File: src/rtl/cpo_queue.sv
// cpo_queue: two-entry job queue between front and back
// uses no package items
module cpo_queue #(
    parameter int W = 8
) (
    input  logic         aclk,
    input  logic         aresetn,
    input  logic         push,
    input  logic [W-1:0] din,
    output logic         full,
    input  logic         pop,
    output logic         nonempty,
    output logic [W-1:0] dout
);

    logic [W-1:0] mem_reg [2];
    logic         wr_ptr_reg;
    logic         rd_ptr_reg;
    logic [1:0]   count_reg;

    assign full     = (count_reg == 2'd2);
    assign nonempty = (count_reg != 2'd0);
    assign dout     = mem_reg[rd_ptr_reg];

    always_ff @(posedge aclk) begin
        if (!aresetn) begin
            wr_ptr_reg <= 1'b0;
            rd_ptr_reg <= 1'b0;
            count_reg  <= 2'd0;
        end else begin
            if (push) begin
                wr_ptr_reg <= ~wr_ptr_reg;
            end
            if (pop) begin
                rd_ptr_reg <= ~rd_ptr_reg;
            end
            if (push && !pop) begin
                count_reg <= count_reg + 2'd1;
            end else if (pop && !push) begin
                count_reg <= count_reg - 2'd1;
            end
        end
    end

    always_ff @(posedge aclk) begin
        if (push) begin
            mem_reg[wr_ptr_reg] <= din;
        end
    end

endmodule

File: config.mk
export PLATFORM = sky130hd
export DESIGN_NAME = cpo_queue
export DESIGN_NICKNAME = d
export VERILOG_FILES = /design/src/rtl/cpo_queue.sv
export SDC_FILE = /design/constraint.sdc
export NUM_CORES = 1
export LEC_CHECK = 0
export ABC_CLOCK_PERIOD_IN_PS = 1300
export BUFFER_PORTS_ARGS = -buffer_cell sky130_fd_sc_hd__buf_2
export CAP_MARGIN = 20
export CORE_MARGIN = 10
export CORE_UTILIZATION = 45
export CTS_BUF_LIST = sky130_fd_sc_hd__clkbuf_2
export CTS_CLUSTER_SIZE = 12
export DETAILED_ROUTE_END_ITERATION = 10
export PLACE_DENSITY = 0.77
export SLEW_MARGIN = 30
export SYNTH_ARGS = -nofsm -noshare
export SYNTH_HDL_FRONTEND = slang
export SYNTH_SLANG_ARGS = --single-unit
export TNS_END_PERCENT = 1
File: constraint.sdc
create_clock -name aclk -period 1.3 [get_ports aclk]
set_input_delay 0.13 -clock aclk [delete_from_list [all_inputs] [get_ports aclk]]
set_output_delay 0.13 -clock aclk [all_outputs]
set_load 0.03 [all_outputs]
Word-level counts from Yosys, hierarchy flattened
Memory sizes are Yosys's and may differ from the RTL's. A register that Yosys moved wholly into a read port is not among the register bits.
Cells that the tools add are included.
W data, S select, Z words.
{"block": "totals", "ff_bits": 4, "mem_bits_rw": 16, "inputBits": 12, "memories": 1}
{"block": "op_classes", "add_sub_neg": 2, "eq_ne": 1, "mux": 6, "bitwise_logic": 2, "n_reduce_logical": 6}
{"name": "mem_reg", "depth": 2, "width": 8, "rd": 1, "rd_clocked_by_memory_dff": 1, "write_ports": 1, "line": "16", "source": "logic [W-1:0] mem_reg [2];"}
{"operator": "$mux W1", "n": 4}
{"operator": "$mux W2", "n": 2}
{"operator": "$reduce_bool A2 Y1", "n": 2}
{"operator": "$add A2 B1 Y2 const B", "n": 1}
{"operator": "$eq A2 B2 Y1 const B", "n": 1}
{"operator": "$logic_and A1 B1 Y1", "n": 2}
{"operator": "$logic_not A1 Y1", "n": 2}
{"operator": "$not A1 Y1", "n": 2}
{"operator": "$sub A2 B1 Y2 const B", "n": 1}

Longest topological paths before layout
{"block": "depth", "word_depth": 4, "depth_mapped": 5, "depth_no_buf": 5}

Worst setup path before layout
Ideal clock, no wire load.
{"block": "synth_path", "path_type": "register to register", "startpoint": "reg wr_ptr_reg", "endpoint": "mem mem_reg[0][0] (enable)", "setup_ns": 0.375, "arrival_ns": 0.730, "path_slack_ns": 0.196, "stages_incl_launch_ff": 2, "synth_period_minus_slack_ns": 1.104, "path_cell_list": "dfxtp_1 -> nor2b_1"}
{"item": "start, declared", "line": "17", "source": "logic wr_ptr_reg;"}
{"item": "start signal, assigned", "line": "32", "source": "wr_ptr_reg <= ~wr_ptr_reg;"}
{"item": "end, declared", "line": "16"}
Straight into the memory's write port.

==> key figures <==
Finish
  – Fillers: about 130
  – Multi-input gate area: 240 um^2
  – Fin area: around 0.0011 mm^2
  – Ratio of cells with drive above 1 in the final layout: roughly 48%
  – Most frequent cells in the layout: 16 x edfxtp_1, 12 x buf_2, 9 x buf_6
  – N_diodes: 0
  – Area Growth Syn to Fin: 41.8%
  – Nets: 94
  – Most common cell after layout, fill and taps aside: edfxtp_1
  – Register Area: roughly 590 um^2
  – Largest register FFs: 16
  – Layout Cells excl Fill: around 110

Floorplan
  – Die area: between 0.003 and 0.004 mm^2
  – Core area: ~0.0017 mm^2
  – Site row count: 15
  – Initial Util: between 40% and 50%
  – DIE WIDTH: 62.1 um
  – I/O pins: 22
  – Height of the die: about 62 um

Global route
  – Congestion Overflow GR: 0
  – Number of global-route vias before repair: 540
  – Wire length of the first global-routing pass: around 2300 um
  – Initial antenna violation count: 0
  – Largest net degree at the start of global routing: 13
  – GRT Resource Usage Total: under 10%

STA
  – RSZ-0062 raised after global routing: yes
  – Layout Skew: ~0.007 ns
  – Worst Tran Pin Value: approximately 0.36 ns
  – Final Hold Fails: 0
  – Count of pins over their slew limit: 0
  – Fmax: 721 MHz
  – Slew HR: between 70% and 80%
  – Finish-stage setup viols: 8
  – Final period demand of the worst path: 1.39 ns
  – Final worst slack: -0.0872 ns
  – Tcrit/Tclk final: 107%

Worst hold path
  – Hold Crit Start: aresetn
  – Hold Path Sink: wr_ptr_reg
  – Hold depth: 2
  – Hold Crit Class: input pin to flop

Route
  – Via density: 4.56
  – Detail Route met2 WL: around 680 um
  – WL met3: 115 um
  – Via count: between 400 and 500
  – Top Metal Used: met4
  – Drt pass-1 iters: 2
  – Average wire per standard cell: 13.4 um
  – Post-DRT Antenna Nets: 0
  – M1 wire length: around 600 um
  – 1st-iter DRT viols: 9
  – DRC errors left: 0
  – Post-Route WL: between 1000 and 1500 um

Synthesis
  – Post-Syn Area per Cell: 17.0 um^2
  – Cells after Synth: 47
  – Yosys reg bits: 21
  – Unique masters post-synth: 16
  – Synth Warn #: 0
  – Cell Area, Synth: between 700 and 800 um^2
  – Post-Syn Nets: 60
  – Post-synthesis sequential area ratio: 72.8%

Setup path
  – CP Capture Type: output port
  – CP Cell Sequence: mux2_4 -> buf_6
  – Worst r2r src: wr_ptr_reg
  – Worst-path maximum fanout: 8
  – WS Path Type: flop to output port
  – CP peak stage delay: about 0.48 ns
  – Worst Path Arrival: approximately 1.3 ns
  – Crit-path slowest cell: dfxtp_4
  – RR Endpoint: mem_reg[1][2]
  – R2R Setup Slk: approximately 0.25 ns
  – Worst setup SP type: flop
  – Worst Reg2Reg Path Length in Cells: 1
  – Critical Path RT: 1.17 ns

Clock network
  – Clock H-tree levels: 1
  – Clock latency on the worst-skew pair: a little over 0.3 ns
  – Post-CTS Setup Repair Bufs: 0
  – CTS buffer count: 3
  – Clk slew on worst S/H paths: 0.19 ns
  – TritonCTS clock tree: built
  – CTS Sinks: 21
  – Root Buffer: clkbuf_2
  – CTS max path bufs: 2

Placed design
  – DP Cell Count: 93
  – Gpl congestion: 0.652
  – DP Area: around 940 um^2
  – Port bufs: 21
  – HPWL after detailed placement: between 900 and 1000 um

Pwr
  – Pwr dens: between 1000 and 1500 mW/mm^2
  – Pleak: roughly 0.47 nW
  – Worst VDD drop: 0.742 mV
  – Power, Total: 1.38 mW

Status
  – Status: complete, but fails checks
  – Failing checks: negative setup slack

Job
  – Max cap viols: 0
final cells by class:
class,count,area share (%)
sequential,21,51.8
timing repair buffer,30,22.0
multi-input combinational,24,21.3
tap,25,2.77
clock buffer,3,1.33
clock inverter,1,0.443
inverter,1,0.332
critical path, delay by kind of cell (launching register included):
kind	cells	cell delay, ns
flops	1	0.48
mux	1	0.32
buf+inv	1	0.14
report_power, final:
part	internal, mW	switching [mW]	total, mW
Sequential	0.770	0.0308	0.800
Combinational	0.172	0.148	0.321
Clock	0.0697	0.189	0.259
Total	1.01	0.368	1.38
logic make-up (layout without fill, tap and decap cells):
logic type | after synthesis | after routing | share of synthesized area, %
DFF | 21 | 21 | 72.8
and+or+nand+nor | 9 | 9 | 7.38
muxes | 8 | 8 | 11.3
AOI/OAI and AO/OA | 3 | 3 | 2.51
xor gates and xnor gates | 3 | 3 | 3.30
buffers and inverters | 2 | 35 | 1.10
adders and majority gates | 1 | 1 | 1.57
how the worst max path moves through the flow:
stage	end	cells after the start	startpoint
6_report	dout[3]	2	flop
4_1_cts	dout[0]	2	flop
3_5_place_dp	dout[0]	2	flop
5_1_grt	dout[3]	2	flop
3_3_place_gp	dout[7]	2	flop
2_1_floorplan	mem_reg[0][0]	1	wr_ptr_reg
stage by stage:
stage	hold slack (ns)	setup TNS (ns)	util [%]	setup WS (ns)
finish	0.0465	-0.650	66.2	-0.0872
global route	0.0112	-1.26	66.2	-0.163
CTS	0.0350	-0.828	65.8	-0.105
detailed placement	0.326	0	54.8	0.102
global placement	0.318	0	54.8	0.111
floorplan	0.229	0	-	0.196
synthesized netlist by cell type (all sizes together):
library cell | n | area share, %
a21boi | 1 | 0.94
nor2b | 2 | 1.6
edfxtp | 16 | 60
buf | 1 | 0.63
mux2 | 8 | 11
xor2 | 2 | 2.2
o21ai | 1 | 0.63
and2 | 4 | 3.1
ha | 1 | 1.6
or3 | 1 | 0.79
xnor2 | 1 | 1.1
dfxtp | 5 | 13
inv | 1 | 0.47
and2b | 1 | 1.1
or2 | 1 | 0.79
o21a | 1 | 0.94
layer usage:
layer  GRT usage, %  vias up
met3           3.25        2
met5              0        -
met4           5.73        0
met1           9.67      230
li1               -      234
met2           12.7       13
repair_timing:
action | CTS | global route
hold buffers | 8 | 0
hold endpoints to repair | 16 | 0
resized for setup | 28 | 2
endpoints found under the setup margin | 9 | 9
pin swaps | 0 | 0
No activity file was read; power rests on OpenSTA's default activity.
