### config.mk
export PLATFORM = sky130hd
export DESIGN_NAME = cpo_front
export DESIGN_NICKNAME = d
export VERILOG_FILES = /design/src/rtl/cpo_pkg.sv /design/src/rtl/cpo_front.sv
export SDC_FILE = /design/constraint.sdc
export NUM_CORES = 1
export LEC_CHECK = 0
export BUFFER_PORTS_ARGS = -buffer_cell sky130_fd_sc_hd__buf_2
export CAP_MARGIN = 20
export CORE_AREA = 2 2 209 211
export CTS_CLUSTER_SIZE = 24
export DETAILED_ROUTE_END_ITERATION = 10
export DIE_AREA = 0 0 211 213
export PLACE_DENSITY_LB_ADDON = 0.25
export RECOVER_POWER = 100
export SYNTH_ARGS = -nofsm -noshare
export SYNTH_HDL_FRONTEND = slang
export SYNTH_SLANG_ARGS = --single-unit
### constraint.sdc
create_clock -name aclk -period 11.8 [get_ports aclk]
set_input_delay 0.59 -clock aclk [delete_from_list [all_inputs] [get_ports aclk]]
set_output_delay 0.59 -clock aclk [all_outputs]
set_load 0.05 [all_outputs]
### src/rtl/cpo_pkg.sv
// cpo_pkg: shared constants of the capsule pair overlap block
// no dependencies
package cpo_pkg;

    localparam int Q_BITS = 16;
    localparam int DIGIT_W = 16;
    localparam int THR_W = 16;
    localparam int PARAM_W = 17;
    localparam int DIST_W = 50;
    localparam int OUT_FIELDS_W = 1 + DIST_W + 2 * PARAM_W;
    localparam int OUT_W = ((OUT_FIELDS_W + 7) / 8) * 8;

    localparam logic [THR_W-1:0] THR_RESET = 16'd7;
    localparam logic [PARAM_W-1:0] ONE_Q16 = 17'd65536;
    localparam logic [DIST_W-1:0] DIST_MAX = {DIST_W{1'b1}};

endpackage

### src/rtl/cpo_front.sv
// cpo_front: accepts capsule items, holds the first of a pair, forms jobs
// depends on cpo_pkg
module cpo_front #(
    parameter int CW = 24,
    parameter int JW = 12 * CW + 2 * (CW - 1) + cpo_pkg::THR_W
) (
    input  logic                      aclk,
    input  logic                      aresetn,
    input  logic                      cfg_valid,
    output logic                      cfg_ready,
    input  logic [cpo_pkg::THR_W-1:0] cfg_data,
    input  logic                      s_tvalid,
    output logic                      s_tready,
    input  logic [7*CW-2:0]           s_tdata,
    input  logic                      s_tuser,
    input  logic                      q_full,
    output logic                      push,
    output logic [JW-1:0]             job
);

    logic [6*CW-1:0]           held_reg;
    logic [CW-2:0]             held_rad_reg;
    logic                      have_first_reg;
    logic [cpo_pkg::THR_W-1:0] thr_reg;
    logic                      accept;

    assign cfg_ready = 1'b1;
    assign s_tready  = !q_full;
    assign accept    = s_tvalid && s_tready;
    assign push      = accept && s_tuser && have_first_reg;
    assign job       = {thr_reg, s_tdata[7*CW-2:6*CW], held_rad_reg,
                        s_tdata[6*CW-1:0], held_reg};

    always_ff @(posedge aclk) begin
        if (!aresetn) begin
            have_first_reg <= 1'b0;
            thr_reg        <= cpo_pkg::THR_RESET;
        end else begin
            if (cfg_valid) begin
                thr_reg <= cfg_data;
            end
            if (accept) begin
                have_first_reg <= !s_tuser;
            end
        end
    end

    always_ff @(posedge aclk) begin
        if (accept && !s_tuser) begin
            held_reg     <= s_tdata[6*CW-1:0];
            held_rad_reg <= s_tdata[7*CW-2:6*CW];
        end
    end

endmodule

== After elaboration in Yosys (flattened, before gate mapping) ==
Index checks and enable logic that the tools add are counted.

* Output and inout port bits: 353
* Input port bits: 189
* Word-level logic and storage cells: 10
* Register bits after elaboration: 184

* Reduce and logical (&&, ||, !) cells: 6

{| class="wikitable"
|+ Operators by type and width
! operator !! count
|-
| $logic_and A1 B1 Y1 || 4
|-
| $logic_not A1 Y1 || 2
|}

== Logic depth before layout (Yosys ltp) ==
* Depth after elaboration: 4
* Depth in mapped cells: 4
* Gate-level depth less buffers: 2

== Least setup slack after synthesis ==
OpenSTA, ideal clock, no wires.

* Path kind: input to register
* Start point: input port s_tvalid
* End point: register held_rad_reg[0] (enable)
* Setup time: 719 ps
* Slack: 2994 ps
* Stages: 2
* Data arrival time: 8087 ps
* Cell sequence: nor2b_1 > nor2b_1

* Word-level cells in the longest chain between the ends: 2

{| class="wikitable"
|+ RTL lines
! item !! line !! source
|-
| start, declared || cpo_front.sv:12 || <nowiki>input logic s_tvalid,</nowiki>
|-
| $logic_and A1 B1 Y1 || cpo_front.sv:29 || <nowiki>assign accept = s_tvalid && s_tready;</nowiki>
|-
| $logic_and A1 B1 Y1 || cpo_front.sv:49 || <nowiki>if (accept && !s_tuser) begin</nowiki>
|-
| end signal, assigned || cpo_front.sv:51 || <nowiki>held_rad_reg <= s_tdata[7*CW-2:6*CW];</nowiki>
|-
| end, declared || cpo_front.sv:22 || <nowiki>logic [CW-2:0] held_rad_reg;</nowiki>
|}

No other way between the ends.
A chain may end at the register's enable or synchronous reset.

== Worst setup path after layout ==
* Start point: input port s_tvalid
* End point: register held_reg[33] (enable)

* Word-level cells in the longest chain between the ends: 2

{| class="wikitable"
|+ RTL lines
! item !! line !! source
|-
| $logic_and A1 B1 Y1 || cpo_front.sv:29 ||
|-
| $logic_and A1 B1 Y1 || cpo_front.sv:49 ||
|-
| end signal, assigned || cpo_front.sv:50 || <nowiki>held_reg <= s_tdata[6*CW-1:0];</nowiki>
|-
| end, declared || cpo_front.sv:21 || <nowiki>logic [6*CW-1:0] held_reg;</nowiki>
|}

No other way between the ends.

==> qor.tcl <==
set qor(timing.critical_path.slowest_cell_delay_ps) 2830
set qor(share_of_layout_cells_above_drive_strength_1_pct) 13.0
set qor(timing.critical_path.mode_cell) {nor2b_1}
set qor(clock-root-buffer) {clkbuf_16}
set qor(number_of_antenna_violations_at_the_first_check_in_global_routing) 1
set qor(wl_mm) 19.1
set qor(hold_viol_final) 0
set qor(cts_tree) {done}
set qor(layout.nets) 973
set qor(grt.met2_usage_pct) 13.1
set qor(slew_headroom_pct) -159
set qor(largest_voltage_drop_on_the_vdd_net_mv) 0.0853
set qor(yosysMostFrequentCell) {buf_4}
set qor(cts-buffers-inserted) 17
set qor(design_area_sq_um) 9090
set qor(clk_latency_ps) 470
set qor(synthArstFlopShare_pct) 0
set qor(rsz0062_at_grt) {false}
set qor(leakagePower_uw) 0.00296
set qor(detailedRoute.firstIterationViolations) 206
set qor(post_dp_cell_area_sq_um) 9060
set qor(postCtsHoldBufs) 0
set qor(syn-instance-count) 394
set qor(placement_rows) 76
set qor(cts_repair_resize_count) 0
set qor(cp.arrival_ps) 5670
set qor(grt_start_max_net_pins) 74
set qor(synth-edff-count) 167
set qor(cellInternalPower_uw) 1140
set qor(initial_utilization_pct) 16.3
set qor(area_of_all_sequential_standard_cells_sq_um) 5360
set qor(wire_per_inst_um) 14.2
set qor(coreArea_sq_um) 42700
set qor(setup_viol_count_final) 0
set qor(worst_setup_path_start_kind) {input port}
set qor(grt_pass1_vias) 3971
set qor(worst_clock_skew_ps) 0
set qor(worst_hold_slack_ps) 304
set qor(multi_input_comb_area_sq_um) 293
set qor(fin_setup_tns_ps) 0
set qor(synth_top_area_share_pct) 72.2
set qor(timing.hold.worst.class) {input port to flop}
set qor(tightestPinTransition_ps) 3880
set qor(cp_cell_sequence) {buf_2, nor2b_1, nor2b_1, clkbuf_1}
set qor(port-buffer-count) 540
set qor(drt_pre_antenna_iters) 4
set qor(overflow) 0
set qor(status) {finished, violations left}
set qor(io_pins) 542
set qor(slew_violations) 172
set qor(antenna_violating_nets_post_route) 0
set qor(clkTransAtPathRegs_ps) 70
set qor(failed_checks) {capacitance limit, slew limit}
set qor(p_per_area_nw_per_um2) 185
set qor(netlist_top_cells_count) {buf_4 (168), edfxtp_1 (167), dfxtp_1 (17)}
set qor(fp.dieArea_sq_um) 44900
set qor(synth_cell_types) 14
set qor(fin_total_pwr_uw) 1680
set qor(largest_register_ff_count) 144
set qor(global_route_wire_length_before_repair_mm) 25.1
set qor(filler_cell_count) 4789
set qor(proportion_of_synthesized_chip_area_in_sequential_cells_pct) 77.1
set qor(ys_ff_latch) 184
set qor(post_dp_hpwl_mm) 15.0
set qor(syn_nets) 583
set qor(crit_path_end_kind) {flop}
set qor(netlist_top_cells_area) {edfxtp_1 (72%), buf_4 (18%), dfxtp_1 (4.9%), mux2i_1 (2.3%), nor2b_1 (1.4%)}
set qor(gp_congestion) 0.710
set qor(drt_drc_violations_left) 0
set qor(grt.met1_usage_pct) 8.35
set qor(cts_num_sinks) 184
set qor(flow.area_growth_from_synthesis_pct) 30.8
set qor(die_x_um) 211
set qor(path_delay_family) {buffers and inverters}
set qor(final_core_utilization_pct) 21.3
set qor(netlist.top_cell.by_area) {edfxtp_1}
set qor(critPathRequiredTime_ps) 11790
set qor(combinationalPowerShare_pct) 18.7
set qor(clock_power_share_pct) 36.3
set qor(cts-root-to-sink-buffers) 2
set qor(die_height_um) 213
set qor(routed-via-count) 4374
set qor(viasPerCell) 3.25
set qor(fin_crit_sh_pct) 48.2
set qor(synth-main-ff-cell) {edfxtp_1}
set qor(post_synthesis_cell_area_sq_um) 6950
set qor(postSynthAreaPerCell_sq_um) 17.6
set qor(clock_tree.htree_level_count) 4
set qor(period_minus_slack_ps) 5680
set qor(sw_frac_of_total_pct) 31.9
set qor(power_frac_seq_pct) 44.9
set qor(grt_most_used_layer) {met2}
set qor(max_cap_violations) 3
set qor(max_clock_freq_mhz) 176
set qor(post-cts-setup-buffer-count) 0
set qor(met3_usage_pct) 4.38
set qor(cp_slowest_cell) {clkbuf_1}
set qor(netSwitchingPower_uw) 537
set qor(gr-usage-all-layers_pct) 8.10
set qor(ys.warnings.count) 0
set qor(timing.critical_path.buf_inv) 2
set qor(critical_path_peak_fanout) 73
set qor(timing.setup.critical_path_class) {input port to flop}
logic make-up after synthesis:
| kind of cell | after synthesis | share of synthesized area, % |
|---|---|---|
| muxes | 16 | 2.30 |
| DFF | 184 | 77.1 |
| and+or+nand+nor | 20 | 1.71 |
| other | 1 | 0.0540 |
| buffers and inverters | 172 | 18.7 |
| AOI/OAI and AO/OA | 1 | 0.144 |
path summary, 6_finish.rpt:
check                               endpoint  cells past startpoint         from  slack, ps
worst max-delay path            held_reg[33]                      4     s_tvalid       6120
worst min-delay path            held_reg[81]                      1  s_tdata[81]        300
worst max register to register    thr_reg[2]                      2   thr_reg[2]      11180
worst min register to register    thr_reg[0]                      2   thr_reg[0]        490
layer usage:
layer  share of wire, %  vias up
met4                2.2        0
met5                  0        -
met3                 10       21
met1                 37     2076
met2                 50      278
li1                   -     1999
cells in the final DEF, fill, tap and decap left out:
cell type   instances
o211a_1             1
bufinv_16           4
nand3b_1            1
mux2i_1            16
diode_2             1
inv_6               2
nand2_1             3
buf_1               1
clkinv_2            1
dfxtp_1            17
clkbuf_1          468
clkbuf_16          17
conb_1              1
clkinvlp_4          6
and3_1              1
inv_1               1
nor2b_1            15
clkinv_4            1
edfxtp_1          167
clkinv_1            1
buf_2              73
power groups by stage:
stage	logic (uW)	registers, uW	clock network [uW]
after floorplan	169	881	0
after global placement	341	767	0
after detailed placement	340	768	0
after CTS	341	753	644
after global routing	328	759	664
final	315	756	611
area by class of cell:
type	count	area share [%]
tap	546	7.52
inverter	1	0.0413
multi-input combinational	38	3.22
sequential	184	58.9
antenna	1	0.0275
clock buffer	17	4.68
clock inverter	15	2.20
timing repair buffer	542	23.4
through the flow:
stage          std cells  setup slack (ps)
6_report            1344              6120
5_1_grt             1343              5490
4_1_cts             1343              9370
3_5_place_dp        1311              8840
3_3_place_gp        1311              8860
2_1_floorplan        394              2990
(Power assumes the default switching activity.)
